<file path="config.mk">
export PLATFORM = sky130hd
export DESIGN_NAME = intrusion_alarm_phase_controller
export DESIGN_NICKNAME = d
export VERILOG_FILES = /design/src/hw/rtl/iapc_pkg.sv /design/src/hw/rtl/iapc_step.sv /design/src/hw/rtl/intrusion_alarm_phase_controller.sv
export VERILOG_INCLUDE_DIRS = /design/src /design/src/hw/rtl
export SDC_FILE = /design/constraint.sdc
export NUM_CORES = 1
export LEC_CHECK = 0
export BUFFER_PORTS_ARGS = -buffer_cell sky130_fd_sc_hd__clkbuf_2
export CAP_MARGIN = 20
export CORE_MARGIN = 1
export CORE_UTILIZATION = 54
export CTS_CLUSTER_DIAMETER = 40
export DETAILED_ROUTE_END_ITERATION = 10
export GPL_TIMING_DRIVEN = 0
export HOLD_SLACK_MARGIN = 0.03
export PLACE_DENSITY = 0.76
export SLEW_MARGIN = 15
export SYNTH_ARGS = -nofsm -noshare
export SYNTH_HDL_FRONTEND = slang
export SYNTH_SLANG_ARGS = --single-unit
</file>
<file path="constraint.sdc">
create_clock -name i_clk -period 3.1 [get_ports i_clk]
set_input_delay 0.62 -clock i_clk [delete_from_list [all_inputs] [get_ports i_clk]]
set_output_delay 0.62 -clock i_clk [all_outputs]
set_load 0.01 [all_outputs]
</file>
<file path="src/hw/rtl/intrusion_alarm_phase_controller_defines.svh">
// assertion macros shared by the rtl
`ifndef INTRUSION_ALARM_PHASE_CONTROLLER_DEFINES_SVH
`define INTRUSION_ALARM_PHASE_CONTROLLER_DEFINES_SVH

`ifndef ASSERT_OFF
`define ASSERT_IMPLIES(label, clk, rst_n, a, b) \
    label: assert property (@(posedge clk) disable iff (!(rst_n)) (a) |-> (b)) \
        else $error("assertion failed");
`define ASSERT_NEXT(label, clk, rst_n, a, b) \
    label: assert property (@(posedge clk) disable iff (!(rst_n)) (a) |=> (b)) \
        else $error("assertion failed");
`else
`define ASSERT_IMPLIES(label, clk, rst_n, a, b)
`define ASSERT_NEXT(label, clk, rst_n, a, b)
`endif

`endif

</file>
<file path="src/hw/rtl/iapc_pkg.sv">
package iapc_pkg;

    // operation codes of an input word
    localparam logic [1:0] OP_TICK   = 2'd0;
    localparam logic [1:0] OP_TOGGLE = 2'd1;
    localparam logic [1:0] OP_DOOR   = 2'd2;
    localparam logic [1:0] OP_CANCEL = 2'd3;

    // event codes of a result word
    localparam logic [2:0] EV_NONE    = 3'd0;
    localparam logic [2:0] EV_ARMED   = 3'd1;
    localparam logic [2:0] EV_DOOR    = 3'd2;
    localparam logic [2:0] EV_TRIG    = 3'd3;
    localparam logic [2:0] EV_TEMPDIS = 3'd4;
    localparam logic [2:0] EV_REARM   = 3'd5;

    // phase codes as reported
    localparam logic [2:0] PC_NONE     = 3'd0;
    localparam logic [2:0] PC_GRACE    = 3'd1;
    localparam logic [2:0] PC_WINDOW   = 3'd2;
    localparam logic [2:0] PC_COOLDOWN = 3'd3;
    localparam logic [2:0] PC_DISABLED = 3'd4;

    // configuration register indexes
    localparam logic [2:0] REG_GRACE     = 3'd0;
    localparam logic [2:0] REG_WINDOW    = 3'd1;
    localparam logic [2:0] REG_COOLDOWN  = 3'd2;
    localparam logic [2:0] REG_DISABLE   = 3'd3;
    localparam logic [2:0] REG_LIMIT     = 3'd4;
    localparam logic [2:0] REG_STEALTH   = 3'd5;
    localparam logic [2:0] REG_ARMED_RST = 3'd6;

    // configuration reset values
    localparam logic [31:0] GRACE_RST    = 32'd30000;
    localparam logic [31:0] WINDOW_RST   = 32'd10000;
    localparam logic [31:0] COOLDOWN_RST = 32'd60000;
    localparam logic [31:0] DISABLE_RST  = 32'd3600000;
    localparam logic [7:0]  LIMIT_RST    = 8'd3;
    localparam logic        STEALTH_RST  = 1'b0;
    // reset value of the armed-after-reset register, which the armed flag takes
    localparam logic        ARMED_RST    = 1'b0;

    localparam logic [7:0]  COUNT_MAX    = 8'd255;

    // pending phase, one-hot
    typedef enum logic [4:0] {
        PH_NONE     = 5'b00001,
        PH_GRACE    = 5'b00010,
        PH_WINDOW   = 5'b00100,
        PH_COOLDOWN = 5'b01000,
        PH_DISABLED = 5'b10000
    } t_phase;

    typedef struct packed {
        logic        armed;
        logic        disabled;
        logic [7:0]  total;
        t_phase      phase;
        logic [31:0] countdown;
    } t_state;

    typedef struct packed {
        logic [31:0] grace;
        logic [31:0] window;
        logic [31:0] cooldown;
        logic [31:0] disable_len;
        logic [7:0]  limit;
        logic        stealth;
    } t_cfg;

    typedef struct packed {
        logic [2:0]  event_code;
        logic        event_armed;
        logic        event_door;
        logic [7:0]  event_count;
        logic        beep_request;
        logic        is_armed;
        logic        is_temp_disabled;
        logic [2:0]  current_phase;
        logic [31:0] remaining_ticks;
    } t_result;

    function automatic logic [2:0] phase_code(input t_phase ph);
        logic [2:0] code;
        code = PC_NONE;
        case (ph)
            PH_GRACE:    code = PC_GRACE;
            PH_WINDOW:   code = PC_WINDOW;
            PH_COOLDOWN: code = PC_COOLDOWN;
            PH_DISABLED: code = PC_DISABLED;
            default:     code = PC_NONE;
        endcase
        return code;
    endfunction

endpackage

</file>
<file path="src/hw/rtl/iapc_step.sv">
module iapc_step
    import iapc_pkg::*;
(
    input  t_state     i_state,
    input  t_cfg       i_cfg,
    input  logic [1:0] i_operation,
    input  logic       i_door_open,
    output t_state     o_state,
    output t_result    o_result
);

    t_state  st;
    t_result res;

    always_comb begin
        st  = i_state;
        res = '0;
        res.event_code = EV_NONE;

        case (i_operation)
            // millisecond tick: count down, act on expiry
            OP_TICK: begin
                if (i_state.phase != PH_NONE) begin
                    if (i_state.countdown > 32'd1) begin
                        st.countdown = i_state.countdown - 32'd1;
                    end else begin
                        st.countdown = '0;
                        st.phase     = PH_NONE;
                        case (i_state.phase)
                            PH_GRACE: begin
                                res.event_code  = EV_DOOR;
                                res.event_armed = i_state.armed;
                                res.event_door  = i_door_open;
                                res.event_count = i_state.total;
                            end
                            PH_WINDOW: begin
                                if (i_state.total != COUNT_MAX) begin
                                    st.total = i_state.total + 8'd1;
                                end
                                res.event_code   = EV_TRIG;
                                res.event_armed  = 1'b1;
                                res.event_door   = 1'b1;
                                res.event_count  = st.total;
                                res.beep_request = ~i_cfg.stealth;
                                st.phase         = PH_COOLDOWN;
                                st.countdown     = i_cfg.cooldown;
                            end
                            PH_COOLDOWN: begin
                                if (i_state.total >= i_cfg.limit) begin
                                    st.disabled     = 1'b1;
                                    res.event_code  = EV_TEMPDIS;
                                    res.event_armed = i_state.armed;
                                    res.event_count = i_state.total;
                                    st.phase        = PH_DISABLED;
                                    st.countdown    = i_cfg.disable_len;
                                end
                            end
                            PH_DISABLED: begin
                                st.disabled     = 1'b0;
                                st.total        = '0;
                                res.event_code  = EV_REARM;
                                res.event_armed = i_state.armed;
                            end
                            default: begin
                                st.phase = PH_NONE;
                            end
                        endcase
                    end
                end
            end
            // toggle: arming starts grace, disarming drops the phase
            OP_TOGGLE: begin
                st.armed = ~i_state.armed;
                if (!i_state.armed) begin
                    res.event_code  = EV_ARMED;
                    res.event_armed = 1'b1;
                    res.event_door  = i_door_open;
                    st.phase        = PH_GRACE;
                    st.countdown    = i_cfg.grace;
                end else begin
                    st.phase     = PH_NONE;
                    st.countdown = '0;
                end
            end
            // door opened: (re)start the disarm window
            OP_DOOR: begin
                st.phase     = PH_WINDOW;
                st.countdown = i_cfg.window;
            end
            // cancel
            default: begin
                st.armed     = 1'b0;
                st.phase     = PH_NONE;
                st.countdown = '0;
            end
        endcase

        // status after the step
        res.is_armed         = st.armed;
        res.is_temp_disabled = st.disabled;
        res.current_phase    = phase_code(st.phase);
        res.remaining_ticks  = (st.phase == PH_NONE) ? 32'd0 : st.countdown;
    end

    assign o_state  = st;
    assign o_result = res;

endmodule

</file>
<file path="src/hw/rtl/intrusion_alarm_phase_controller.sv">
// Intrusion alarm phase controller. Takes one word per cycle (tick, toggle, door opened,
// cancel) and returns exactly one result word for each; a word passes the input register,
// then the result register, with the whole state update done by the step logic between them.
// Full rate is one word per clock; the only limit is the result register, which holds while
// the output is stalled and then stalls the input once the input register is also full.
// Configuration registers are written through a plain write port; the user must write them
// only while the block is idle (the block does not enforce it). Writing the armed-after-reset
// register has no effect: the armed flag always restarts from that register's reset value (0) at reset.
`include "intrusion_alarm_phase_controller_defines.svh"

module intrusion_alarm_phase_controller
    import iapc_pkg::*;
(
    input  logic        i_clk,
    input  logic        i_rst_n,
    // input channel
    input  logic        i_valid,
    output logic        o_stall,
    input  logic [1:0]  i_operation,
    input  logic        i_door_open,
    // output channel
    output logic        o_valid,
    input  logic        i_stall,
    output logic [2:0]  o_event_code,
    output logic        o_event_armed,
    output logic        o_event_door,
    output logic [7:0]  o_event_count,
    output logic        o_beep_request,
    output logic        o_is_armed,
    output logic        o_is_temp_disabled,
    output logic [2:0]  o_current_phase,
    output logic [31:0] o_remaining_ticks,
    // configuration
    input  logic        i_cfg_wr_en,
    input  logic [2:0]  i_cfg_index,
    input  logic [31:0] i_cfg_data
);

    t_cfg       r_cfg;
    t_state     r_state;
    t_state     n_state;
    t_result    n_result;
    t_result    r_result;
    logic       r_s1_valid;
    logic [1:0] r_s1_operation;
    logic       r_s1_door_open;
    logic       r_out_valid;
    logic       out_free;
    logic       s1_move;
    logic       in_acc;

    // configuration writes
    always_ff @(posedge i_clk) begin
        if (!i_rst_n) begin
            r_cfg.grace       <= GRACE_RST;
            r_cfg.window      <= WINDOW_RST;
            r_cfg.cooldown    <= COOLDOWN_RST;
            r_cfg.disable_len <= DISABLE_RST;
            r_cfg.limit       <= LIMIT_RST;
            r_cfg.stealth     <= STEALTH_RST;
        end else if (i_cfg_wr_en) begin
            case (i_cfg_index)
                REG_GRACE:    r_cfg.grace       <= i_cfg_data;
                REG_WINDOW:   r_cfg.window      <= i_cfg_data;
                REG_COOLDOWN: r_cfg.cooldown    <= i_cfg_data;
                REG_DISABLE:  r_cfg.disable_len <= i_cfg_data;
                REG_LIMIT:    r_cfg.limit       <= i_cfg_data[7:0];
                REG_STEALTH:  r_cfg.stealth     <= i_cfg_data[0];
                default: begin
                end
            endcase
        end
    end

    // handshake between the two stages
    assign out_free = !r_out_valid || !i_stall;
    assign s1_move  = r_s1_valid && out_free;
    assign o_stall  = r_s1_valid && !out_free;
    assign in_acc   = i_valid && !o_stall;

    // input register
    always_ff @(posedge i_clk) begin
        if (!i_rst_n) begin
            r_s1_valid <= 1'b0;
        end else begin
            r_s1_valid <= in_acc || o_stall;
        end
    end

    always_ff @(posedge i_clk) begin
        if (in_acc) begin
            r_s1_operation <= i_operation;
            r_s1_door_open <= i_door_open;
        end
    end

    // step logic
    iapc_step u_step (
        .i_state     (r_state),
        .i_cfg       (r_cfg),
        .i_operation (r_s1_operation),
        .i_door_open (r_s1_door_open),
        .o_state     (n_state),
        .o_result    (n_result)
    );

    // alarm state, advanced as a word moves into the result register
    always_ff @(posedge i_clk) begin
        if (!i_rst_n) begin
            r_state.armed     <= ARMED_RST;
            r_state.disabled  <= 1'b0;
            r_state.total     <= '0;
            r_state.phase     <= PH_NONE;
            r_state.countdown <= '0;
        end else if (s1_move) begin
            r_state <= n_state;
        end
    end

    // result register
    always_ff @(posedge i_clk) begin
        if (!i_rst_n) begin
            r_out_valid <= 1'b0;
        end else begin
            r_out_valid <= s1_move || (r_out_valid && i_stall);
        end
    end

    always_ff @(posedge i_clk) begin
        if (s1_move) begin
            r_result <= n_result;
        end
    end

    assign o_valid            = r_out_valid;
    assign o_event_code       = r_result.event_code;
    assign o_event_armed      = r_result.event_armed;
    assign o_event_door       = r_result.event_door;
    assign o_event_count      = r_result.event_count;
    assign o_beep_request     = r_result.beep_request;
    assign o_is_armed         = r_result.is_armed;
    assign o_is_temp_disabled = r_result.is_temp_disabled;
    assign o_current_phase    = r_result.current_phase;
    assign o_remaining_ticks  = r_result.remaining_ticks;

    // checks
    `ASSERT_IMPLIES(a_idle_no_count, i_clk, i_rst_n, r_state.phase == PH_NONE, r_state.countdown == 32'd0)
    `ASSERT_IMPLIES(a_beep_on_trig, i_clk, i_rst_n, r_out_valid && o_beep_request, o_event_code == EV_TRIG)
    `ASSERT_NEXT(a_stall_holds_state, i_clk, i_rst_n, r_out_valid && i_stall, $stable(r_state.countdown) && $stable(r_state.total))

endmodule
</file>
======== Yosys cells after proc, flatten, opt, wreduce, memory -nomap -nowiden ========
Index checks and enable logic that the tools add are counted.
word-level totals
  output and inout bits ................... 53
  bits in read-only memories .............. 0
  bits in writable memories ............... 0
  bits in latches ......................... 0
  memories kept ........................... 0
  flip-flop bits (word level) ............. 240
operators by class
  shift operators ......................... 0
  multipliers ............................. 0
  magnitude comparators ................... 2
  bitwise operators ....................... 6
  mux-type cells .......................... 25
  reductions and logical operators ........ 24
  divide/modulo/power cells ............... 0
  equality and inequality tests ........... 18
  add/subtract/negate cells ............... 2
operators with widths
  operator                                              count
  one-hot mux 37 bit (3 select lines)                   1
  one-hot mux 32 bit (2 select lines)                   1
  two-way mux 46 bit                                    1
  two-way mux 14 bit                                    3
  two-way mux 37 bit                                    1
  two-way mux 34 bit                                    1
  > comparator 32 x 1 -> 1 bit (second input constant)  1
  two-way mux 32 bit                                    1
  subtractor 32 x 1 -> 32 bit (second input constant)   1
  one-hot mux 8 bit (3 select lines)                    1
  one-hot mux 5 bit (2 select lines)                    2
  two-way mux 8 bit                                     2
  one-hot mux 4 bit (4 select lines)                    1
  one-hot mux 8 bit (2 select lines)                    1
  one-hot mux 3 bit (4 select lines)                    1
  AND reduction 2 bit                                   6
  == test 5 x 2 -> 1 bit (second input constant)        2
  == test 5 x 3 -> 1 bit (second input constant)        2
  == test 5 x 4 -> 1 bit (second input constant)        2
  == test 5 bit (second input constant)                 2
  two-way mux 9 bit                                     1
  adder 8 x 1 -> 8 bit (second input constant)          1
  >= comparator 8 bit                                   1
  inequality test 8 bit (second input constant)         1
  22 further kinds                                      40

======== Logic depth before layout (Yosys ltp) ========
Gate-level depths: netlist (run 1).
  depth in word-level cells ............... 8
  depth in mapped cells ................... 13

======== Modules after synthesis ========
Synthesis (run 1) repeated with hierarchy kept, for this count alone.
second synthesis, totals
  cells, all modules ...................... 1,316
  area, all modules ....................... 11,982.7 µm²
by module, submodules not included
  module                            cells each  sequential area each (µm²)  instances  area an instance (µm²)
  intrusion_alarm_phase_controller  774         5,345.1                     1          8,762.2
  iapc_step                         542         0.0                         1          3,220.6

======== Least setup slack after synthesis (run 1) ========
OpenSTA, ideal clock, no wires.
  path kind ............................... input to register
  start point ............................. in i_stall
  end point ............................... reg r_result, in the netlist o_beep_request (enable)
  library setup time ...................... 0.435 ns
  data required time ...................... 2.665 ns
  path buffers ............................ 2
  data arrival time ....................... 2.698 ns
  slack ................................... -0.033 ns
  stages .................................. 5
  cells stage by stage .................... nand2_1 nand2_1 inv_1 clkbuf_1 clkbuf_1
on the way
  longest elaborated chain between the ends .. 3
RTL lines
  what                    RTL line                                 source
  start: declaration      intrusion_alarm_phase_controller.sv:23   input logic i_stall,
  zero test 1 bit         intrusion_alarm_phase_controller.sv:76   assign out_free = !r_out_valid || !i_stall;
  logical OR 1 bit        intrusion_alarm_phase_controller.sv:76
  logical AND 1 bit       intrusion_alarm_phase_controller.sv:77   assign s1_move = r_s1_valid && out_free;
  via s1_move             intrusion_alarm_phase_controller.sv:49   logic s1_move;
  end signal: assignment  intrusion_alarm_phase_controller.sv:131  r_result <= n_result;
  end: declaration        intrusion_alarm_phase_controller.sv:43   t_result r_result;
The timed path passes the listed nets, and every way through them passes these cells.
A chain may end at the register's enable or synchronous reset.

======== Final worst setup path (run 1) ========
  start point ............................. reg r_state[25] (netlist name)
  end point ............................... reg r_result, in the netlist o_remaining_ticks[2], data pin
on the way
  longest elaborated chain between the ends .. 5
  elaborated cells on any way between the ends .. 6
  those cells by class .................... 1 x order compare; 1 x eq/ne; 4 x mux
RTL lines
  what                                   RTL line                                 source
  start: declaration                     intrusion_alarm_phase_controller.sv:40   t_state r_state;
  start signal: assignment               intrusion_alarm_phase_controller.sv:116  r_state <= n_state;
  > comparator 32 x 1 -> 1 bit *         iapc_step.sv:24                          if (i_state.countdown > 32'd1) begin
  two-way mux 14 bit                     iapc_step.sv:24
  two-way mux 46 bit *                   iapc_step.sv:23                          if (i_state.phase != PH_NONE) begin
  one-hot mux 37 bit (3 select lines) *  iapc_step.sv:20                          case (i_operation)
  == test 5 x 1 -> 1 bit                 iapc_step.sv:102                         res.remaining_ticks = (st.phase == PH_NONE) ? 32'd0 : st.countdown;
Mark *: on every way between the ends. The rest lies on a longest branch, timed or not.

==> results of run 1 <==
==> final timing paths <==
check,to,slack [ns]
hold reg to reg,r_cfg[8],0.46
hold / removal,r_s1_operation[0],0.28
setup reg to reg,o_remaining_ticks[2],-0.10
setup / recovery,o_remaining_ticks[2],-0.10
==> stage by stage <==
stage                     total power, W  setup slack [ns]  setup TNS (ns)  hold WS (ns)  utilization [%]
after floorplan                  0.00397            0.0712               0         0.439                -
after global placement           0.00432             -1.25          -48.73         0.447             59.5
after detailed placement         0.00433            -0.850          -45.21         0.455             59.5
after CTS                        0.00848           -0.0968           -1.60         0.276             68.0
after global routing             0.00877            -0.138           -1.22         0.279             68.9
final                            0.00856            -0.103          -0.563         0.284             68.9
==> worst reg2reg max path, delay by kind of cell, from the launching register on <==
family	cells	cell delay (ns)
AO/OA/AOI/OAI	2	0.63
AND/OR/NAND/NOR	4	1.81
buffers and inverters	1	0.18
flip-flops	1	0.35
==> report_power, final <==
part	internal (W)	switching, W
Sequential	0.00331	0.0000761
Combinational	0.000373	0.000715
Clock	0.00258	0.00150
==> registers in the layout, summed over array words and instances, names as in the netlist <==
signal,flops
r_s1_valid,1
o_event_count,8
r_s1_door_open,1
o_event_code,3
r_state,47
o_is_armed,1
o_beep_request,1
r_s1_operation,2
r_cfg,137
o_current_phase,3
o_event_door,1
o_is_temp_disabled,1
o_valid,1
o_remaining_ticks,32
o_event_armed,1
==> per-layer routing <==
layer | routed length [um] | share of wire [%] | global-route usage [%]
met2 | 17700 | 42 | 57.3
met3 | 5780 | 14 | 11.8
met5 | 0 | 0 | 0
met4 | 2070 | 5.0 | 17.0
met1 | 16100 | 39 | 51.1
==> Yosys cell counts, types with 13 or more instances <==
master | n | area, sq um
and2_1 | 15 | 93.8
dfxtp_1 | 186 | 3720
a31oi_1 | 19 | 119
nor2_1 | 67 | 251
nor2b_1 | 13 | 81.3
inv_1 | 16 | 60.1
edfxtp_1 | 54 | 1620
nand2_1 | 309 | 1160
a21oi_1 | 51 | 255
nand3_1 | 48 | 240
or3_1 | 18 | 113
o21ai_0 | 59 | 295
a22oi_1 | 25 | 188
a21boi_0 | 108 | 811
clkbuf_1 | 91 | 342
nor4_1 | 20 | 125
nor3_1 | 24 | 120
==> cells by family after synthesis <==
family	after synthesis	share of synthesized area, %
AND/OR/NAND/NOR	567	22.8
buffers and inverters	118	4.13
multiplexers	4	0.354
flip-flops	240	47.3
AO/OA/AOI/OAI	376	23.4
XOR/XNOR	10	0.775
adder cells (fa/ha/maj)	11	1.22
==> area by class of cell <==
type	instances	area [sq um]	area share [%]
Antenna cell	1	2.50	0.0178
Buffer	97	453	3.23
Clock buffer	42	966	6.88
Clock inverter	18	230	1.64
Inverter	16	60.1	0.428
Multi-Input combinational cell	968	5870	41.8
Sequential cell	240	5360	38.2
Tap cell	270	338	2.41
Timing Repair Buffer	122	758	5.40
==> what timing repair did <==
item | 4_1_cts | 5_1_grt
resized for setup | 92 | 37
gates cloned | 3 | 1
buffers inserted | 16 | 8
setup endpoints to repair | 93 | 62
pin swaps | 17 | 14
==> reports/qor.csv, run 1 <==
stage,metric,value,unit
outcome,status,finished with violations,
outcome,failing checks,setup timing,
placed_design,PortBufs,94,
detailed_routing,DR vias,11400,
job,Max Cap Viol,0,
setup_path,CP Launch Type,flip-flop,
setup_path,crit-path max FO,5,
setup_path,"Critical Path, Cell by Cell",or4_4 -> or4_4 -> or4_4 -> buf_8 -> a221o_1 -> a31oi_2 -> nor2_1,
setup_path,CP endpoint kind,flip-flop,
synth,cells after synthesis,1326,
synth,synthesized area,11300,sq um
synth,Syn. warnings,0,
detailed_routing,vias per cell,6.43,
global_routing,largest net degree at the start of global routing,61,
clocking,hold_buf cts,0,
setup_path,cell repeated most along the worst path,or4_4,
power,static leakage,5.19,nW
placed_design,post-DP HPWL,29.0,mm
layout,Post-Layout Inst Area,14000,sq um
synth,Mapped Nets,1380,
placed_design,placed inst area,12100,sq um
floorplanning,Std-Cell Core Area,20400,sq um
floorplanning,DIE HEIGHT,147,um
global_routing,number of antenna violations at the first check in global routing,0,
setup_path,slowest CP cell,or4_4,
timing,Final WS setup,-0.103,ns
setup_path,reg2reg start,r_state[25],
timing,fin crit period,3.20,ns
global_routing,global-route wire length before repair,62.4,mm
worst_hold_path,hold_sp,i_operation[0],
clocking,CTS tree,built,
layout,post-route insts no fill,1774,
clocking,clock sinks,240,
worst_hold_path,worst min-delay path category,in -> reg,
floorplanning,Die Width,147,um
detailed_routing,detailed-route DRC error count,0,
global_routing,vias in the first global route,10500,
global_routing,grt ovf,0,
layout,share of cells above drive strength 1,18.4,%
clocking,deepest clock path buffer count,3,
timing,setup violators final,17,
floorplanning,die area,21500,sq um
timing,Worst Tran Pin Value,0.953,ns
layout,Nets,1534,
layout,Fill cells,1659,
synth,average size of a mapped cell,8.52,sq um
setup_path,CP peak stage delay,0.61,ns
synth,synth unique cells,64,
detailed_routing,Post-Route WL,41.7,mm
floorplanning,io pins,96,
setup_path,"delay-heaviest family, CP",simple AND/OR/NAND/NOR gates,
clocking,clock-pin slew on the worst setup and hold paths,0.06,ns
clocking,clk_lat worst skew,0.51,ns
timing,clk_skew,0.0160,ns
detailed_routing,Detailed Route Iter0 Violations,1606,
floorplanning,FP Rows,52,
timing,Slew headroom,36.0,%
clocking,H-tree levels,2,
timing,Fmax,312,MHz
layout,"most common cell after layout, fill and taps aside",nand2_1,
synth,ys flop type,dfxtp_1,
detailed_routing,first-pass detailed-route iteration total,10,
layout,area delta synth->final,24.2,%
detailed_routing,WL/cell,23.5,um
clocking,total CTS buffers,35,
setup_path,CP startpoint,r_state[25],
floorplanning,Initial Util,55.5,%
synth,"FF+latch count, synth",240,
timing,RSZ-0062 raised after global routing,true,
placed_design,DP Cell Count,1690,
layout,most frequent cells in the layout,"nand2_1 (309), dfxtp_1 (182), a21boi_0 (107)",
timing,fin. max-slew vios,0,
power,PD cells,610,nW/um^2
timing,period utilisation layout,103,%
synth,post-synthesis sequential area ratio,47.3,%
setup_path,Critical Path AT,3.47,ns
detailed_routing,ANT nets after route,0,
setup_path,Stages on worst setup path,7,
timing,Final Hold Violating Endpoints,0,
placed_design,final estimated routing congestion in global placement,0.972,
synth,ys async rst share,0,%
global_routing,gr usage total,38.4,%
clocking,Root Buffer,clkbuf_16,
setup_path,critical path required time,3.37,ns
setup_path,R2R cell count,7,
power,VDD IR max,423,uV
setup_path,critical path class,reg -> reg,
setup_path,WP buf/inv,1,
synth,"EDFF count, synth",54,
worst_hold_path,Hold Crit Depth,1,
Note: power is estimated with default switching activity, not from simulation.
==> inputs of run 2 (changes only) <==
- ABC_AREA: not set -> 1
- CAP_MARGIN: 20 -> not set
- CORE_UTILIZATION: 54 -> 65
- PLACE_DENSITY: 0.76 -> 0.85
- clock period: 3.1 -> 3.8 ns (I/O delays scaled with it)
==> reports/qor.csv, run 2 <==
stage,metric,value,unit
detailed_routing,first-pass detailed-route iteration total,9,
synth,area share of the largest cell type after synthesis,30.4,%
power,PD cells,506,nW/um^2
detailed_routing,WL/cell,19.2,um
outcome,failing checks,DRC,
timing,clk_skew,0.0281,ns
clocking,clk_lat worst skew,0.53,ns
layout,area delta synth->final,16.1,%
layout,most frequent cells in the layout,"nand2_1 (377), nor2_1 (338), inv_1 (190)",
layout,"most common cell after layout, fill and taps aside",nand2_1,
synth,ys flop type,dfxtp_1,
clocking,CTS tree,built,
floorplanning,DIE HEIGHT,139,um
clocking,total CTS buffers,36,
clocking,deepest clock path buffer count,3,
timing,Final WS setup,0.670,ns
layout,max reg flops,137,
synth,synth unique cells,36,
setup_path,critical path class,reg -> reg,
placed_design,pre-CTS WS,0.769,ns
clocking,clock sinks,240,
timing,Final Hold Violating Endpoints,0,
synth,ys async rst share,0,%
timing,Slew headroom,32.0,%
floorplanning,Die Width,139,um
synth,"EDFF count, synth",54,
layout,multi-input logic area,5810,sq um
synth,average size of a mapped cell,6.91,sq um
setup_path,CP endpoint kind,flip-flop,
clocking,hold_buf cts,0,
setup_path,critical path required time,4.03,ns
synth,cells after synthesis,1771,
layout,Nets,1957,
layout,Fill cells,1358,
detailed_routing,DR vias,12900,
global_routing,grt ovf,0,
global_routing,gr usage total,42.7,%
floorplanning,Initial Util,67.2,%
clocking,Resize count post-CTS,0,
synth,most common cell in the netlist,nand2_1,
placed_design,final estimated routing congestion in global placement,1.03,
outcome,status,finished with violations,
placed_design,post-DP HPWL,29.8,mm
layout,largest reg by FF count,r_cfg,
floorplanning,FP Rows,49,
global_routing,global-route wire length before repair,63.4,mm
synth,"FF+latch count, synth",240,
timing,RSZ-0062 raised after global routing,false,
placed_design,PortBufs,94,
synth,post-synthesis sequential area ratio,43.7,%
floorplanning,io pins,96,
clocking,Root Buffer,clkbuf_16,
power,static leakage,6.77,nW
synth,synthesized area,12200,sq um
job,Max Cap Viol,0,
synth,post-synth top area cell,dfxtp_1,
floorplanning,die area,19400,sq um
clocking,clock-pin slew on the worst setup and hold paths,0.06,ns
layout,# diodes,0,
timing,Fmax,320,MHz
global_routing,vias in the first global route,12000,
setup_path,CP Launch Type,flip-flop,
timing,setup violators final,0,
global_routing,largest net degree at the start of global routing,61,
timing,period utilisation layout,82.4,%
synth,Mapped Nets,1825,
detailed_routing,detailed-route DRC error count,5,
timing,Hold WS,0.415,ns
synth,Syn. warnings,0,
timing,Worst Tran Pin Value,1.02,ns
power,VDD IR max,441,uV
layout,share of cells above drive strength 1,9.95,%
detailed_routing,ANT nets after route,0,
synth,largest cells by area after synthesis,"dfxtp_1 (30%), edfxtp_1 (13%), nand2_1 (12%), nor2_1 (10%), o21ai_0 (6.8%)",
timing,fin. max-slew vios,0,
setup_path,crit-path max FO,10,
layout,Register Area,5350,sq um
detailed_routing,Post-Route WL,41.4,mm
synth,synth cell count leaders,"nand2_1 (377), nor2_1 (338), inv_1 (190), dfxtp_1 (186), o21ai_0 (167)",
floorplanning,Std-Cell Core Area,18200,sq um
setup_path,Critical Path AT,3.36,ns
global_routing,number of antenna violations at the first check in global routing,1,
timing,fin crit period,3.13,ns
clocking,total setup buffers inserted after CTS,0,
detailed_routing,vias per cell,5.99,
detailed_routing,Detailed Route Iter0 Violations,1784,
clocking,H-tree levels,2,
worst_hold_path,worst min-delay path category,in -> reg,
==> run 2: metrics by stage <==
stage                     setup TNS, ns  cells  cell area (sq um)  utilization [%]  total power [W]
after CTS                             0   2159              14200             78.1          0.00714
after global routing                  0   2159              14200             78.1          0.00739
after global placement           -26.71   2094              13000             71.4          0.00381
after detailed placement              0   2094              13000             71.4          0.00383
final                                 0   2159              14200             78.1          0.00719
after floorplan                       0   1771              12200                -          0.00350
==> run 2: power by group <==
group / total [W] / internal, W / leakage [nW] / switching [W]
clock network: 0.00335 / 0.00206 / 0.591 / 0.00129
logic: 0.00103 / 0.000294 / 4.14 / 0.000734
registers: 0.00281 / 0.00273 / 2.04 / 0.0000750
total: 0.00719 / 0.00509 / 6.77 / 0.00210
==> run 2: worst max-delay path, stage by stage, from the launching register on <==
cell and delay, ns:
dfxtp_1 0.52, ha_1 0.31, nand2_1 0.07, inv_1 0.05, nand2_1 0.07, nand2_1 0.07, nand2_1 0.09, nand3_1 0.29
nand2_1 0.35, nand3_1 0.11, nand2_1 0.09, nand3_2 0.17, nor2_4 0.34, buf_6 0.20, nor2_1 0.10
==> run 2: cells by family after synthesis <==
family,synth area share (%)
buffers and inverters,8.84
flip-flops,43.7
AO/OA/AOI/OAI,15.2
XOR/XNOR,1.22
AND/OR/NAND/NOR,30.0
adder cells (fa/ha/maj),1.12
==> run 2: worst paths after layout <==
check / from / end / slack, ns / depth (start not counted)
worst min register to register: r_cfg[44] / r_cfg[44] / 0.46 / 2
worst max register to register: r_state[39] / o_remaining_ticks[12] / 0.67 / 14
worst max-delay path: r_state[39] / o_remaining_ticks[12] / 0.67 / 14
worst min-delay path: i_operation[1] / r_s1_operation[1] / 0.41 / 1
==> run 2: layer usage <==
| metal | share of wire [%] | vias up | GRT usage [%] |
|---|---|---|---|
| met1 | 38 | 5829 | 54.5 |
| met5 | 0 | - | 0 |
| li1 | - | 5996 | - |
| met2 | 44 | 962 | 67.1 |
| met3 | 14 | 149 | 12.6 |
| met4 | 4.3 | 0 | 18.8 |
==> run 2: cell type report <==
cell class	count	area share [%]
repair buffers	94	3.31
inverters	196	5.18
well taps	229	2.02
clock inverters	24	1.79
clock buffers	41	6.76
flip-flops and latches	240	37.6
multi-input cells	1250	40.9
plain buffers	85	2.47
